### src/hw/rtl/lal_pkg.sv
`timescale 1ns / 1ps
// Shared types, constants and elaboration-time tables for the log-average luminance block.
// No dependencies; every other file in hw/rtl refers to it by scoped names.
package lal_pkg;

	// Field and datapath widths
	localparam int PIX_W           = 16;
	localparam int PIXEL_FRAC_BITS = 8;
	localparam int LOG_FRAC_BITS   = 12;
	localparam int MAX_DIM         = 4096;
	localparam int DIM_W           = 13;
	localparam int N_W             = 25;
	localparam int SUM_W           = 40;
	localparam int CNT_W           = 24;
	localparam int X_W             = PIX_W + 1;
	localparam int EXPO_W          = $clog2(X_W);
	localparam int LOGV_W          = EXPO_W + 1 + LOG_FRAC_BITS;
	localparam int MANT_W          = 32;
	localparam int PROD_W          = 32;
	localparam int T_W             = SUM_W + 2;
	localparam int SH_W            = 6;
	localparam int STEP_W          = $clog2(SUM_W);
	localparam int ROOT_IDX_W      = $clog2(LOG_FRAC_BITS);
	localparam int QUEUE_DEPTH     = 4;
	localparam int TDATA_IN_W      = 3 * PIX_W;

	// Luminance coefficients, 16 fraction bits
	localparam int COEF_FRAC_BITS = 16;
	localparam int COEF_R         = 13933;
	localparam int COEF_G         = 46871;
	localparam int COEF_B         = 4732;
	localparam int ROUND_HALF     = 1 << (COEF_FRAC_BITS - 1);

	// exp2 product format is Q2.30
	localparam int EXP_FRAC_BITS = 30;
	localparam int EXP_SAT_INT   = 16;
	localparam int SHIFT_LIMIT   = 63;
	localparam int LOG_OFFSET    = PIXEL_FRAC_BITS << LOG_FRAC_BITS;

	// Register reset values
	localparam int RESET_WIDTH  = 1920;
	localparam int RESET_HEIGHT = 1080;

	// Configuration register indexes
	localparam int CFG_IDX_W = 1;
	typedef enum logic [CFG_IDX_W-1:0] {
		REG_FRAME_WIDTH  = 1'b0,
		REG_FRAME_HEIGHT = 1'b1
	} cfg_reg_t;

	// Back-end sequencer states
	typedef enum logic [2:0] {
		BK_IDLE,
		BK_LOG,
		BK_ACC,
		BK_DIV,
		BK_PREP,
		BK_EXP,
		BK_FIN
	} back_state_t;

	// One queued luminance value (lum + 1) with its valid flag
	typedef struct packed {
		logic           vld;
		logic [X_W-1:0] x;
	} lum_entry_t;

	typedef logic [LOG_FRAC_BITS-1:0][MANT_W-1:0] root_tab_t;

	// Bit-by-bit integer square root, used only at elaboration
	function automatic logic [63:0] isqrt64(input logic [63:0] v);
		logic [63:0] val;
		logic [63:0] res;
		logic [63:0] bt;
		val = v;
		res = '0;
		bt  = 64'd1 << 62;
		for (int k = 0; k < 32; k++) begin
			if (val >= res + bt) begin
				val = val - (res + bt);
				res = (res >> 1) + bt;
			end else begin
				res = res >> 1;
			end
			bt = bt >> 2;
		end
		return res;
	endfunction

	// Repeated square roots of two in Q2.30: 2^(2^-(k+1)) for k = 0, 1, ...
	function automatic root_tab_t gen_roots();
		root_tab_t   tab;
		logic [63:0] c;
		c = isqrt64(64'd1 << (2 * EXP_FRAC_BITS + 1));
		tab[0] = c[MANT_W-1:0];
		for (int k = 1; k < LOG_FRAC_BITS; k++) begin
			c = isqrt64(c << EXP_FRAC_BITS);
			tab[k] = c[MANT_W-1:0];
		end
		return tab;
	endfunction

	localparam root_tab_t ROOT_TAB = gen_roots();

	// Clamp a frame dimension to 1..MAX_DIM
	function automatic logic [DIM_W-1:0] clamp_dim(input logic [DIM_W-1:0] d);
		logic [DIM_W-1:0] r;
		r = d;
		if (d == '0) r = DIM_W'(1);
		else if (d > DIM_W'(MAX_DIM)) r = DIM_W'(MAX_DIM);
		return r;
	endfunction

endpackage

### src/hw/rtl/lal_front.sv
`timescale 1ns / 1ps
// Front end: takes RGB pixels and forms Rec.709 luminance plus one LSB in two stages.
// Depends on lal_pkg; feeds lal_queue.
module lal_front (
	input  logic                                clk,
	input  logic                                arst_n,
	input  logic                                s_tvalid,
	output logic                                s_tready,
	input  logic [lal_pkg::TDATA_IN_W-1:0]      s_tdata,  // red, green, blue from bit 0 up
	input  logic                                q_full,
	output lal_pkg::lum_entry_t                 push
);

	logic                        en;
	logic                        valid_s1;
	logic                        valid_s2;
	logic [lal_pkg::PROD_W-1:0]  prod_r_s1;
	logic [lal_pkg::PROD_W-1:0]  prod_g_s1;
	logic [lal_pkg::PROD_W-1:0]  prod_b_s1;
	logic [lal_pkg::PROD_W-1:0]  sum_s2;

	// Advance the pipe unless the last stage holds an item the queue cannot take
	assign en       = !(valid_s2 && q_full);
	assign s_tready = en;

	always_ff @(posedge clk or negedge arst_n) begin
		if (!arst_n) begin
			valid_s1 <= 1'b0;
			valid_s2 <= 1'b0;
		end else if (en) begin
			valid_s1 <= s_tvalid;
			valid_s2 <= valid_s1;
		end
	end

	// Stage 1: weight each channel
	always_ff @(posedge clk) begin
		if (en) begin
			prod_r_s1 <= lal_pkg::PROD_W'(s_tdata[lal_pkg::PIX_W-1:0])
				* lal_pkg::PROD_W'(lal_pkg::COEF_R);
			prod_g_s1 <= lal_pkg::PROD_W'(s_tdata[2*lal_pkg::PIX_W-1:lal_pkg::PIX_W])
				* lal_pkg::PROD_W'(lal_pkg::COEF_G);
			prod_b_s1 <= lal_pkg::PROD_W'(s_tdata[3*lal_pkg::PIX_W-1:2*lal_pkg::PIX_W])
				* lal_pkg::PROD_W'(lal_pkg::COEF_B);
		end
	end

	// Stage 2: sum with rounding; coefficients add to 2^16 so 32 bits never overflow
	always_ff @(posedge clk) begin
		if (en) begin
			sum_s2 <= prod_r_s1 + prod_g_s1 + prod_b_s1
				+ lal_pkg::PROD_W'(lal_pkg::ROUND_HALF);
		end
	end

	// Drop the fraction and add the epsilon LSB
	assign push.vld = valid_s2 && !q_full;
	assign push.x   = lal_pkg::X_W'(sum_s2[lal_pkg::PROD_W-1:lal_pkg::COEF_FRAC_BITS])
		+ lal_pkg::X_W'(1);

endmodule

### src/hw/rtl/lal_queue.sv
`timescale 1ns / 1ps
// Short FIFO of luminance values between the front end and the log/accumulate back end.
// Depends on lal_pkg.
module lal_queue (
	input  logic                clk,
	input  logic                arst_n,
	input  lal_pkg::lum_entry_t push,
	output logic                full,
	input  logic                pop,
	output lal_pkg::lum_entry_t head
);

	localparam int PTR_W = $clog2(lal_pkg::QUEUE_DEPTH);
	localparam int CNT_W = $clog2(lal_pkg::QUEUE_DEPTH + 1);

	logic [lal_pkg::X_W-1:0] mem_q [lal_pkg::QUEUE_DEPTH];
	logic [PTR_W-1:0]        wr_ptr_q;
	logic [PTR_W-1:0]        rd_ptr_q;
	logic [CNT_W-1:0]        cnt_q;
	logic                    do_pop;

	assign full     = (cnt_q == CNT_W'(lal_pkg::QUEUE_DEPTH));
	assign head.vld = (cnt_q != '0);
	assign head.x   = mem_q[rd_ptr_q];
	assign do_pop   = pop && head.vld;

	// Pointers and fill count
	always_ff @(posedge clk or negedge arst_n) begin
		if (!arst_n) begin
			wr_ptr_q <= '0;
			rd_ptr_q <= '0;
			cnt_q    <= '0;
		end else begin
			if (push.vld) wr_ptr_q <= wr_ptr_q + PTR_W'(1);
			if (do_pop) rd_ptr_q <= rd_ptr_q + PTR_W'(1);
			if (push.vld && !do_pop) cnt_q <= cnt_q + CNT_W'(1);
			else if (!push.vld && do_pop) cnt_q <= cnt_q - CNT_W'(1);
		end
	end

	// Storage
	always_ff @(posedge clk) begin
		if (push.vld) mem_q[wr_ptr_q] <= push.x;
	end

endmodule

### src/hw/rtl/lal_back.sv
`timescale 1ns / 1ps
// Back end: iterative log2, saturating accumulation, frame-end divide and exp2, output register.
// Depends on lal_pkg; takes items from lal_queue.
module lal_back (
	input  logic                          clk,
	input  logic                          arst_n,
	input  lal_pkg::lum_entry_t           head,
	output logic                          pop,
	input  logic [lal_pkg::N_W-1:0]       total,
	output logic                          m_tvalid,
	input  logic                          m_tready,
	output logic [lal_pkg::PIX_W-1:0]     m_tdata   // avg_luminance
);

	localparam int SUM_W  = lal_pkg::SUM_W;
	localparam int MANT_W = lal_pkg::MANT_W;
	localparam int LFB    = lal_pkg::LOG_FRAC_BITS;
	localparam int STEP_W = lal_pkg::STEP_W;
	localparam int T_W    = lal_pkg::T_W;
	localparam int I_W    = T_W - LFB;
	localparam logic [STEP_W-1:0] LOG_LAST = STEP_W'(LFB - 1);
	localparam logic [STEP_W-1:0] DIV_LAST = STEP_W'(SUM_W - 1);

	lal_pkg::back_state_t state_q;
	lal_pkg::back_state_t state_d;

	logic [STEP_W-1:0]                step_q;
	logic [MANT_W-1:0]                mant_q;
	logic [LFB-1:0]                   frac_q;
	logic [lal_pkg::EXPO_W-1:0]       expo_q;
	logic signed [SUM_W-1:0]          log_sum_q;
	logic [lal_pkg::CNT_W-1:0]        count_q;
	logic [SUM_W-1:0]                 quot_q;
	logic [lal_pkg::N_W-1:0]          rem_q;
	logic                             neg_q;
	logic                             sat_q;
	logic                             zero_q;
	logic [lal_pkg::SH_W-1:0]         sh_q;
	logic                             out_valid_q;
	logic [lal_pkg::PIX_W-1:0]        out_data_q;

	logic                             out_free;
	logic                             out_load;
	logic [lal_pkg::EXPO_W-1:0]       expo;
	logic [MANT_W-1:0]                mant_init;
	logic [MANT_W-1:0]                mul_b;
	logic [2*MANT_W-1:0]              prod;
	logic [MANT_W:0]                  sq;
	logic [2*MANT_W-1:0]              exp_round;
	logic signed [lal_pkg::EXPO_W:0]  ipart;
	logic signed [lal_pkg::LOGV_W-1:0] logv;
	logic signed [SUM_W:0]            sum_wide;
	logic signed [SUM_W-1:0]          sum_sat;
	logic [SUM_W-1:0]                 sum_mag;
	logic [lal_pkg::CNT_W:0]          count_next;
	logic                             frame_end;
	logic [lal_pkg::N_W:0]            rem_sh;
	logic                             div_ge;
	logic [lal_pkg::N_W:0]            rem_nx;
	logic signed [T_W-1:0]            mean;
	logic signed [T_W-1:0]            t_val;
	logic signed [I_W-1:0]            i_val;
	logic signed [I_W-1:0]            sh_full;
	logic [MANT_W-1:0]                shifted;
	logic [lal_pkg::PIX_W-1:0]        result;

	assign out_free = !out_valid_q || m_tready;
	assign m_tvalid = out_valid_q;
	assign m_tdata  = out_data_q;

	// Leading-one position of the queued value
	always_comb begin
		expo = '0;
		for (int k = 1; k < lal_pkg::X_W; k++) begin
			if (head.x[k]) expo = lal_pkg::EXPO_W'(k);
		end
	end
	assign mant_init = MANT_W'(head.x) << (lal_pkg::EXPO_W'(MANT_W - 1) - expo);

	// Shared multiplier: squaring for log2, root product for exp2
	assign mul_b     = (state_q == lal_pkg::BK_LOG) ? mant_q
		: lal_pkg::ROOT_TAB[step_q[lal_pkg::ROOT_IDX_W-1:0]];
	assign prod      = (2*MANT_W)'(mant_q) * (2*MANT_W)'(mul_b);
	assign sq        = prod[2*MANT_W-1:MANT_W-1];
	assign exp_round = prod + ((2*MANT_W)'(1) << (lal_pkg::EXP_FRAC_BITS - 1));

	// Log value and saturating sum
	assign ipart      = signed'({1'b0, expo_q}) - (lal_pkg::EXPO_W+1)'(lal_pkg::PIXEL_FRAC_BITS);
	assign logv       = {ipart, frac_q};
	assign sum_wide   = (SUM_W+1)'(log_sum_q) + (SUM_W+1)'(logv);
	always_comb begin
		sum_sat = sum_wide[SUM_W-1:0];
		if (sum_wide[SUM_W] != sum_wide[SUM_W-1]) begin
			sum_sat = sum_wide[SUM_W] ? {1'b1, {(SUM_W-1){1'b0}}} : {1'b0, {(SUM_W-1){1'b1}}};
		end
	end
	assign sum_mag    = sum_sat[SUM_W-1] ? SUM_W'(-sum_sat) : SUM_W'(sum_sat);
	assign count_next = (lal_pkg::CNT_W+1)'(count_q) + (lal_pkg::CNT_W+1)'(1);
	assign frame_end  = (count_next >= total);

	// Restoring divide step
	assign rem_sh = {rem_q, quot_q[SUM_W-1]};
	assign div_ge = (rem_sh >= (lal_pkg::N_W+1)'(total));
	assign rem_nx = div_ge ? (rem_sh - (lal_pkg::N_W+1)'(total)) : rem_sh;

	// Floor of the mean, exponent offset and split into integer and fraction
	always_comb begin
		if (neg_q) mean = -(T_W'(quot_q) + T_W'(rem_q != '0));
		else mean = T_W'(quot_q);
	end
	assign t_val   = mean + T_W'(lal_pkg::LOG_OFFSET);
	assign i_val   = t_val[T_W-1:LFB];
	assign sh_full = I_W'(lal_pkg::EXP_FRAC_BITS) - i_val;

	// Scale and saturate the exp2 product
	assign shifted = mant_q >> sh_q;
	always_comb begin
		if (sat_q) result = '1;
		else if (zero_q) result = '0;
		else if (shifted[MANT_W-1:lal_pkg::PIX_W] != '0) result = '1;
		else result = shifted[lal_pkg::PIX_W-1:0];
	end

	// Sequencer state
	always_ff @(posedge clk or negedge arst_n) begin
		if (!arst_n) state_q <= lal_pkg::BK_IDLE;
		else state_q <= state_d;
	end

	always_comb begin
		state_d  = state_q;
		pop      = 1'b0;
		out_load = 1'b0;
		case (state_q)
			lal_pkg::BK_IDLE: begin
				if (head.vld) begin
					pop     = 1'b1;
					state_d = lal_pkg::BK_LOG;
				end
			end
			lal_pkg::BK_LOG: begin
				if (step_q == LOG_LAST) state_d = lal_pkg::BK_ACC;
			end
			lal_pkg::BK_ACC: begin
				state_d = frame_end ? lal_pkg::BK_DIV : lal_pkg::BK_IDLE;
			end
			lal_pkg::BK_DIV: begin
				if (step_q == DIV_LAST) state_d = lal_pkg::BK_PREP;
			end
			lal_pkg::BK_PREP: begin
				state_d = lal_pkg::BK_EXP;
			end
			lal_pkg::BK_EXP: begin
				if (step_q == LOG_LAST) state_d = lal_pkg::BK_FIN;
			end
			lal_pkg::BK_FIN: begin
				if (out_free) begin
					out_load = 1'b1;
					state_d  = lal_pkg::BK_IDLE;
				end
			end
			default: state_d = lal_pkg::BK_IDLE;
		endcase
	end

	// Step counter, frame state and output register
	always_ff @(posedge clk or negedge arst_n) begin
		if (!arst_n) begin
			step_q      <= '0;
			log_sum_q   <= '0;
			count_q     <= '0;
			out_valid_q <= 1'b0;
		end else begin
			step_q <= (state_d == state_q) ? step_q + STEP_W'(1) : '0;
			if (state_q == lal_pkg::BK_ACC) begin
				if (frame_end) begin
					log_sum_q <= '0;
					count_q   <= '0;
				end else begin
					log_sum_q <= sum_sat;
					count_q   <= count_next[lal_pkg::CNT_W-1:0];
				end
			end
			if (out_load) out_valid_q <= 1'b1;
			else if (m_tready) out_valid_q <= 1'b0;
		end
	end

	// Datapath
	always_ff @(posedge clk) begin
		case (state_q)
			lal_pkg::BK_IDLE: begin
				mant_q <= mant_init;
				expo_q <= expo;
				frac_q <= '0;
			end
			lal_pkg::BK_LOG: begin
				if (sq[MANT_W]) begin
					mant_q <= sq[MANT_W:1];
					frac_q <= {frac_q[LFB-2:0], 1'b1};
				end else begin
					mant_q <= sq[MANT_W-1:0];
					frac_q <= {frac_q[LFB-2:0], 1'b0};
				end
			end
			lal_pkg::BK_ACC: begin
				neg_q  <= sum_sat[SUM_W-1];
				quot_q <= sum_mag;
				rem_q  <= '0;
			end
			lal_pkg::BK_DIV: begin
				rem_q  <= rem_nx[lal_pkg::N_W-1:0];
				quot_q <= {quot_q[SUM_W-2:0], div_ge};
			end
			lal_pkg::BK_PREP: begin
				frac_q <= t_val[LFB-1:0];
				mant_q <= MANT_W'(1) << lal_pkg::EXP_FRAC_BITS;
				sat_q  <= (i_val >= I_W'(lal_pkg::EXP_SAT_INT));
				zero_q <= (sh_full >= I_W'(lal_pkg::SHIFT_LIMIT));
				sh_q   <= sh_full[lal_pkg::SH_W-1:0];
			end
			lal_pkg::BK_EXP: begin
				if (frac_q[LFB-1]) mant_q <= exp_round[MANT_W+lal_pkg::EXP_FRAC_BITS-1:
					lal_pkg::EXP_FRAC_BITS];
				frac_q <= {frac_q[LFB-2:0], 1'b0};
			end
			lal_pkg::BK_FIN: begin
				if (out_load) out_data_q <= result;
			end
			default: begin
			end
		endcase
	end

endmodule

### src/hw/rtl/log_average_luminance.sv
`timescale 1ns / 1ps
// Top level of the log-average (geometric mean) luminance block.
// Depends on lal_pkg, lal_front, lal_queue and lal_back.
//
// Usage:
//   Pixels enter on the s_ channel, one RGB pixel per transaction, each channel
//   unsigned with 8 fraction bits. After frame_width * frame_height pixels (each
//   dimension clamped to 1..4096) one transaction leaves on the m_ channel with the
//   geometric mean luminance, 8 fraction bits, saturated to 16 bits; the running
//   sum and pixel count then clear for the next frame.
//   Frame size is set through cfg_wen / cfg_index / cfg_wdata; the user must write it
//   only while the block is idle, which the block itself does not enforce. Writes do
//   not clear a frame in progress. Throughput: the front end takes one pixel per cycle
//   into a four-entry queue while the queue has room; the back end takes a new pixel
//   only after the log2 and accumulation of the last one, paced by the 12 squaring
//   steps of the log2 on the shared 32x32 multiplier. A frame end adds a 40-step
//   restoring divide, a setup state, 12 exp2 steps and the output load.
//   Reset clears the frame sum, pixel count and queue and restores 1920 x 1080.
//   When m_tready is low the result holds in the output register; the back end
//   keeps accepting pixels and stalls only at the next frame end.
module log_average_luminance (
	input  logic                               clk,
	input  logic                               arst_n,
	input  logic                               s_tvalid,
	output logic                               s_tready,
	input  logic [lal_pkg::TDATA_IN_W-1:0]     s_tdata,   // red, green, blue from bit 0 up
	output logic                               m_tvalid,
	input  logic                               m_tready,
	output logic [lal_pkg::PIX_W-1:0]          m_tdata,   // avg_luminance
	input  logic                               cfg_wen,
	input  logic [lal_pkg::CFG_IDX_W-1:0]      cfg_index,
	input  logic [lal_pkg::DIM_W-1:0]          cfg_wdata
);

	logic [lal_pkg::DIM_W-1:0] width_q;
	logic [lal_pkg::DIM_W-1:0] height_q;
	logic [lal_pkg::N_W-1:0]   total_q;
	lal_pkg::lum_entry_t       push;
	lal_pkg::lum_entry_t       head;
	logic                      q_full;
	logic                      pop;

	// Configuration registers
	always_ff @(posedge clk or negedge arst_n) begin
		if (!arst_n) begin
			width_q  <= lal_pkg::DIM_W'(lal_pkg::RESET_WIDTH);
			height_q <= lal_pkg::DIM_W'(lal_pkg::RESET_HEIGHT);
		end else if (cfg_wen) begin
			case (lal_pkg::cfg_reg_t'(cfg_index))
				lal_pkg::REG_FRAME_WIDTH:  width_q  <= cfg_wdata;
				lal_pkg::REG_FRAME_HEIGHT: height_q <= cfg_wdata;
				default: begin
				end
			endcase
		end
	end

	// Frame size in pixels from the clamped dimensions
	always_ff @(posedge clk or negedge arst_n) begin
		if (!arst_n) begin
			total_q <= lal_pkg::N_W'(lal_pkg::RESET_WIDTH * lal_pkg::RESET_HEIGHT);
		end else begin
			total_q <= lal_pkg::N_W'(lal_pkg::clamp_dim(width_q))
				* lal_pkg::N_W'(lal_pkg::clamp_dim(height_q));
		end
	end

	lal_front u_front (
		.clk      (clk),
		.arst_n   (arst_n),
		.s_tvalid (s_tvalid),
		.s_tready (s_tready),
		.s_tdata  (s_tdata),
		.q_full   (q_full),
		.push     (push)
	);

	lal_queue u_queue (
		.clk    (clk),
		.arst_n (arst_n),
		.push   (push),
		.full   (q_full),
		.pop    (pop),
		.head   (head)
	);

	lal_back u_back (
		.clk      (clk),
		.arst_n   (arst_n),
		.head     (head),
		.pop      (pop),
		.total    (total_q),
		.m_tvalid (m_tvalid),
		.m_tready (m_tready),
		.m_tdata  (m_tdata)
	);

endmodule

### config.mk
export PLATFORM = sky130hd
export DESIGN_NAME = log_average_luminance
export DESIGN_NICKNAME = d
export VERILOG_FILES = /design/src/hw/rtl/lal_pkg.sv /design/src/hw/rtl/lal_front.sv /design/src/hw/rtl/lal_queue.sv /design/src/hw/rtl/lal_back.sv /design/src/hw/rtl/log_average_luminance.sv
export SDC_FILE = /design/constraint.sdc
export NUM_CORES = 2
export LEC_CHECK = 0
export BUFFER_PORTS_ARGS = -buffer_cell sky130_fd_sc_hd__buf_4
export CELL_PAD_IN_SITES_DETAIL_PLACEMENT = 0
export CELL_PAD_IN_SITES_GLOBAL_PLACEMENT = 1
export CORE_MARGIN = 8
export CORE_UTILIZATION = 53
export CTS_CLUSTER_SIZE = 20
export DETAILED_ROUTE_END_ITERATION = 6
export PLACE_DENSITY_LB_ADDON = 0.08
export SETUP_SLACK_MARGIN = 0.2
export SYNTH_ARGS = -nofsm -noshare
export SYNTH_HDL_FRONTEND = slang
export SYNTH_HIERARCHICAL = 1
export SYNTH_SLANG_ARGS = --single-unit
### constraint.sdc
create_clock -name clk -period 12 [get_ports clk]
set_input_delay 0.6 -clock clk [delete_from_list [all_inputs] [get_ports clk]]
set_output_delay 0.6 -clock clk [all_outputs]
set_load 0.005 [all_outputs]
---- Word-level counts from Yosys, hierarchy flattened ----
Memory sizes are Yosys's and may differ from the RTL's.
Cells that the tools add are included.
operators by class
  $mul .................................... 5
  eq/ne operators ......................... 12
  reductions and logical operators ........ 25
  order comparisons ....................... 7
  muxes and demuxes ....................... 56
  bitwise logic cells ..................... 1
  add/sub/neg operators ................... 20
  shifts and indexed selects .............. 2
operators by type and width
  kind                                                                 number
  two-way mux 40 bit                                                   4
  two-way mux 32 bit                                                   4
  case mux 32 bit (4 select lines)                                     1
  case mux 40 bit (2 select lines)                                     1
  two-way mux 5 bit                                                    15
  multiplier 32 x 32 -> 64 bit                                         1
  adder 62 x 30 -> 62 bit (second input constant)                      1
  two-way mux 13 bit                                                   4
  case mux 25 bit (2 select lines)                                     1
  case mux 12 bit (4 select lines)                                     1
  adder 42 x 17 -> 42 bit (second input constant)                      1
  two-way mux 42 bit                                                   1
  negation 42 bit                                                      1
  adder 40 x 1 -> 41 bit                                               1
  adder 40 x 18 -> 41 bit                                              1
  negation 40 bit                                                      1
  adder 30 x 32 -> 32 bit                                              1
  adder 32 x 16 -> 32 bit (second input constant)                      1
  adder 32 x 29 -> 32 bit                                              1
  multiplier 16 x 16 -> 32 bit (second input constant)                 1
  two-way mux 16 bit                                                   2
  << shifter 17 x 5 -> 32 bit                                          1
  >> shifter 32 x 6 -> 32 bit                                          1
  greater-or-equal comparator 30 x 6 -> 1 bit (second input constant)  1
  other kinds (45)                                                     80
word-level totals
  bits in writable memories ............... 68
  memory bits (read-only) ................. 512
  bits of input ports ..................... 67
  memories ................................ 2
  register bits ........................... 394
  output and inout port bits .............. 18
  logic and storage cells ................. 157
memories
  memory            depth  bits a word  read ports  clocked after memory_dff  write ports  line             RTL
  (name not given)  16     32           1           0                         0            lal_back.sv:82   : lal_pkg::ROOT_TAB[step_q[lal_pkg::ROOT_IDX_W-1:0]];
  u_queue.mem_q     4      17           1           0                         1            lal_queue.sv:16  logic [lal_pkg::X_W-1:0] mem_q [lal_pkg::QUEUE_DEPTH];

---- Longest topological paths before layout ----
An unclocked memory read counts as a cell.
  depth after elaboration ................. 20
  mapped depth ............................ 45

---- By module ----
Netlist, hierarchy kept.
by module, submodules not included
  module                 seq. area each (sq um)  area each (sq um)  cells each  instances
  lal_back               6025.8                  55415.6            6535        1
  lal_front              3203.1                  18730.5            1727        1
  log_average_luminance  1296.2                  7176.9             780         1
  lal_queue              2217.1                  2892.8             123         1

---- Least setup slack after synthesis ----
OpenSTA, ideal clock, no wires.
  path kind ............................... register to register
  from .................................... register u_back.state_q[1]
  to ...................................... register u_back.mant_q[28], data pin
  arrival ................................. 10.352 ns
  period minus slack after synthesis ...... 10.627 ns
  stages on the path, launching flop included .. 39
  data required time ...................... 11.725 ns
  library setup time ...................... 0.275 ns
  slack ................................... 1.373 ns
  cell sequence ........................... dfrtp_1 clkbuf_1 inv_1 nand2_1 nor2_1 clkbuf_1 a21oi_1 a21oi_1 clkbuf_1 nor2b_1 fa_1 fa_1 fa_1 inv_1 fa_1 inv_1 fa_1 fa_1 [3 not listed] inv_1 ha_1 and2_1 and3_1 nand3_1 nor4_1 a311o_1 a31oi_1 nand2_1 a221oi_1 xor2_1 or4b_1 nor4_2 nand3_1 or2_2 nor2_1 xor2_1 o221ai_1
between the ends
  word-level cells in the longest chain between the ends .. 6
  elaborated cells on any way between the ends .. 10
  those cells by class .................... add/sub (1); mul (1); eq/ne (3); mux (4); reduce/logical (1)
RTL lines
  item                                  line                             RTL
  start, declared                       lal_back.sv:24                   lal_pkg::back_state_t state_q;
  start signal, assigned                lal_back.sv:126                  if (!arst_n) state_q <= lal_pkg::BK_IDLE;
  start signal, assigned                lal_back.sv:127                  else state_q <= state_d;
  == test 3 x 1 -> 1 bit                lal_back.sv:81, lal_back.sv:191
  two-way mux 32 bit                    lal_back.sv:81                   assign mul_b = (state_q == lal_pkg::BK_LOG) ? mant_q
  multiplier 32 x 32 -> 64 bit          lal_back.sv:83                   assign prod = (2*MANT_W)'(mant_q) * (2*MANT_W)'(mul_b);
  adder 62 x 30 -> 62 bit               lal_back.sv:85                   assign exp_round = prod + ((2*MANT_W)'(1) << (lal_pkg::EXP_FRAC_BITS - 1));
  two-way mux 32 bit                    lal_back.sv:223                  if (frac_q[LFB-1]) mant_q <= exp_round[MANT_W+lal_pkg::EXP_FRAC_BITS-1:
  case mux 32 bit (4 select lines) (*)  lal_back.sv:191                  case (state_q)
  end signal, assigned                  lal_back.sv:193                  mant_q <= mant_init;
  end signal, assigned                  lal_back.sv:199                  mant_q <= sq[MANT_W:1];
  end signal, assigned                  lal_back.sv:223
  end, declared                         lal_back.sv:28                   logic [MANT_W-1:0] mant_q;
Every way passes the cells marked *; elsewhere a longest branch is shown, timed or not. The select of a mux whose other input is x is not followed.
A chain may end at the register's enable or synchronous reset.

---- Worst setup path after layout ----
  from .................................... register u_back.step_q[0]
  to ...................................... register u_back.mant_q[28], data pin
between the ends
  word-level cells in the longest chain between the ends .. 7
  elaborated cells on any way between the ends .. 8
  those cells by class .................... add/sub (1); mul (1); mux (5); memory (1)
RTL lines
  item                                          line             RTL
  start, declared                               lal_back.sv:27   logic [STEP_W-1:0] step_q;
  start signal, assigned                        lal_back.sv:174  step_q <= (state_d == state_q) ? step_q + STEP_W'(1) : '0;
  memory (16 x 32 bit) (*)                      n/a
  two-way mux 32 bit (implied by the code) (*)  lal_back.sv:82
  two-way mux 32 bit (*)                        lal_back.sv:81
  multiplier 32 x 32 -> 64 bit (*)              lal_back.sv:83
  adder 62 x 30 -> 62 bit                       lal_back.sv:85
  two-way mux 32 bit                            lal_back.sv:223
  case mux 32 bit (4 select lines) (*)          lal_back.sv:191
Marks and branches as above.

==> results.toml <==
[outcome]
status = "complete, no violations"

[placement]
dp_cells = 11000
gp_congestion = 0.927
io_buffers = 84
place_ws_ns = 0.347
dpl.hpwl_um = 184000

[clock_tree]
numClockSinks = 446
ctsRootBufferMaster = "clkbuf_16"
clk_latency_ns = 0.67
cts_buffer_depth = 3
clkTransAtPathRegs_ns = 0.07
htreeDepth = 2
cts_tree = "done"
cts_made_buffers = 52

[timing]
slew_headroom_pct = 15.5
setup_viol_count_final = 0
clock_skew_ns = 0.0513
finalHoldViolations = 0
rsz0062_at_grt = "false"
drv_slew = 0
fin_tns_setup_ns = 0
layout_min_cycle_time_ns = 11.27
max_freq_ghz = 0.0887
postLayoutSetupSlackWorst_ns = 0.728
worst_pin_slew_ns = 1.25
post-route-period-util_pct = 93.9

[die]
initial_core_util_pct = 53.3
die_h_um = 415
io_pins = 85
die-width_um = 415
core_area_um2 = 158000
die_area_um2 = 172000
num_rows = 146

[routing]
drtAntennaViolNets = 0
drt_iter0_markers = 4259
first_pass_iters = 6
viasPerCell = 5.68
via_count = 63400
wl_per_cell_um = 21.2
drc = 0
routed_wirelength_um = 236000

[finish]
seqCellArea_um2 = 12700
layout-drive-gt1-share_pct = 5.71
nNetsFinal = 11300
num-fill-cells = 14300
fin_cells = 11200
multi_input_area_um2 = 64100
area_growth_pct = 5.63

[logic_synthesis]
synthMuxAreaShare_pct = 2.70
async_flop_share_pct = 30.0
ys_types = 117
synth_compound_area_share_pct = 10.2
yosysSeqAreaShare_pct = 15.1
ys.warnings.count = 6
synth-edff-count = 312
synth.cell_area_um2 = 84200
synth_ff_type = "edfxtp_1"
synth_top_family_by_area = "adder cells"
synth-seq-cells = 446
synthCells = 9165
synthAdderAreaFrac_pct = 43.5
yosys.area_share.simple_pct = 15.5
syn_nets = 11400
syn_area_per_cell_um2 = 9.19
synth_xor_area_share_pct = 3.91

[critical_path]
critical_path_class = "flop to flop"
slowest_delay_ns = 0.64
arrival_ns = 11.64
path_max_fanout = 10
crit_path_end_kind = "flop"
cp_common_cell = "fa_1"
cpMaxStageDelayCell = "a211oi_2"
required_ns = 12.37
worstSetupStartpointType = "flop"

[global_routing]
grt_pass1_wl_um = 378000
grt_max_degree = 89
first_global_vias = 66500
grt_util_all_layers_pct = 27.5
grt-ovfl-total = 0
antenna_found_initial = 2

[run]
maxCapViolCount = 0

[min_path]
hold_path_class = "input pin to flop"
-- placed cells by master (no fill, tap or decap), drive strengths merged, types with 39 or more instances in the layout --
master / netlist / layout
nand4: 70 / 70
nor2: 447 / 447
xnor2: 225 / 225
o31ai: 57 / 58
ha: 872 / 872
o211ai: 42 / 42
and3: 65 / 65
a31oi: 54 / 54
inv: 1607 / 1615
edfxtp: 312 / 312
a21o: 177 / 177
nor3: 82 / 82
a211oi: 52 / 52
a21oi: 344 / 344
and2: 518 / 518
mux2i: 101 / 101
o21ai: 288 / 288
nor2b: 120 / 120
clkbuf: 373 / 63
buf: 37 / 223
nand3: 118 / 118
nand2: 1038 / 1038
dfrtp: 118 / 118
nand2b: 57 / 57
fa: 1284 / 1284
xor2: 151 / 151
o21a: 39 / 39
-- registers in the layout, summed over array words and instances, names as in the netlist, 5 cells and up --
name	count
u_back/step_q	6
height_q	13
u_back/sh_q	6
total_q	25
u_back/expo_q	5
u_front/sum_s2	16
u_front/prod_b_s1	27
u_front/prod_r_s1	30
u_back/count_q	24
u_back/log_sum_q	40
u_queue/mem_q	68
u_back/quot_q	40
u_front/prod_g_s1	32
u_back/rem_q	25
width_q	13
u_back/mant_q	32
u_back/m_tdata	16
u_back/frac_q	12
-- logic make-up (layout without fill, tap and decap cells) --
group,after synthesis,after routing
simple gates,2684,2684
fa+ha+maj,2156,2156
buf+inv,2022,1933
compound gates,1307,1308
flops,446,446
xor+xnor,376,376
mux,174,174
other cells,0,2
-- path summary, 6_finish.rpt --
| check | to | start | slack, ns | cells past startpoint |
|---|---|---|---|---|
| worst max register to register | u_back/mant_q[28] | u_back/step_q[0] | 0.73 | 33 |
| worst min register to register | u_front/valid_s2 | u_front/valid_s1 | 0.46 | 1 |
| min in group asynchronous | u_back/log_sum_q[39] | arst_n | 0.61 | 2 |
| worst min-delay path | width_q[12] | cfg_wdata[12] | 0.17 | 3 |
| worst max-delay path | u_back/mant_q[28] | u_back/step_q[0] | 0.73 | 33 |
| max in group asynchronous | height_q[0] | arst_n | 10.09 | 3 |
-- cell type report --
class,count,share of cell area [%]
Antenna cell,2,0.00563
Clock buffer,63,1.51
Clock inverter,34,0.414
Inverter,1612,6.80
Multi-Input combinational cell,6698,72.1
Sequential cell,446,14.3
Tap cell,2072,2.91
Timing Repair Buffer,224,1.92
-- Yosys cell counts (all sizes together) (33+ instances only) --
library cell	instances	area share [%]
o211ai	42	0.39
mux4	36	1.0
nor4	33	0.27
nand4	70	0.53
nand3	118	0.70
a21o	177	1.6
a31oi	54	0.43
xnor2	225	2.3
nor2b	120	0.89
clkbuf	373	1.7
edfxtp	312	11
a211oi	52	0.53
mux2	37	0.49
nand2b	57	0.42
and2	518	3.9
inv	1607	7.2
fa	1284	31
o21a	39	0.35
mux2i	101	1.2
o21bai	37	0.33
o21ai	288	1.7
nand2	1038	4.6
ha	872	13
buf	37	0.21
xor2	151	1.6
dfrtp	118	3.5
and3	65	0.49
nor3	82	0.49
a21oi	344	2.1
nor2	447	2.0
o31ai	57	0.51
-- critical path, delay by kind of cell (launching register included) --
family          cells  cell delay, ns
simple gates        9            2.38
flops               1            0.38
xor+xnor            2            0.75
compound gates      5            1.85
fa+ha+maj          10            5.06
buf+inv             7            0.59
-- timing repair --
| action | 4_1_cts | 5_1_grt |
|---|---|---|
| endpoints found under the hold margin | 3 | 0 |
| setup buffers | 0 | 3 |
| resized for setup | 0 | 23 |
| setup endpoints to repair | 0 | 33 |
| hold buffers | 1 | 0 |
-- metrics by stage --
stage	util, %	instance area (um2)	hold slack, ns
after floorplan	-	84200	0.304
after global placement	55.1	87100	0.448
after detailed placement	55.1	87100	0.451
after CTS	56.2	88800	0.108
after global routing	56.3	89000	0.140
final	56.3	89000	0.167
-- metal layers --
layer  up-vias  GRT usage, %  part of all wire, %
met4         2          6.49                  2.6
met2      2041          44.9                   46
met5         -             0               0.0055
met3       331          4.81                  7.4
li1      29300             -                    -
met1     31700          38.4                   44
Power is left out: the tool's default activity adds up to more than one toggle a clock period on the data nets, which glitch-free logic cannot reach.
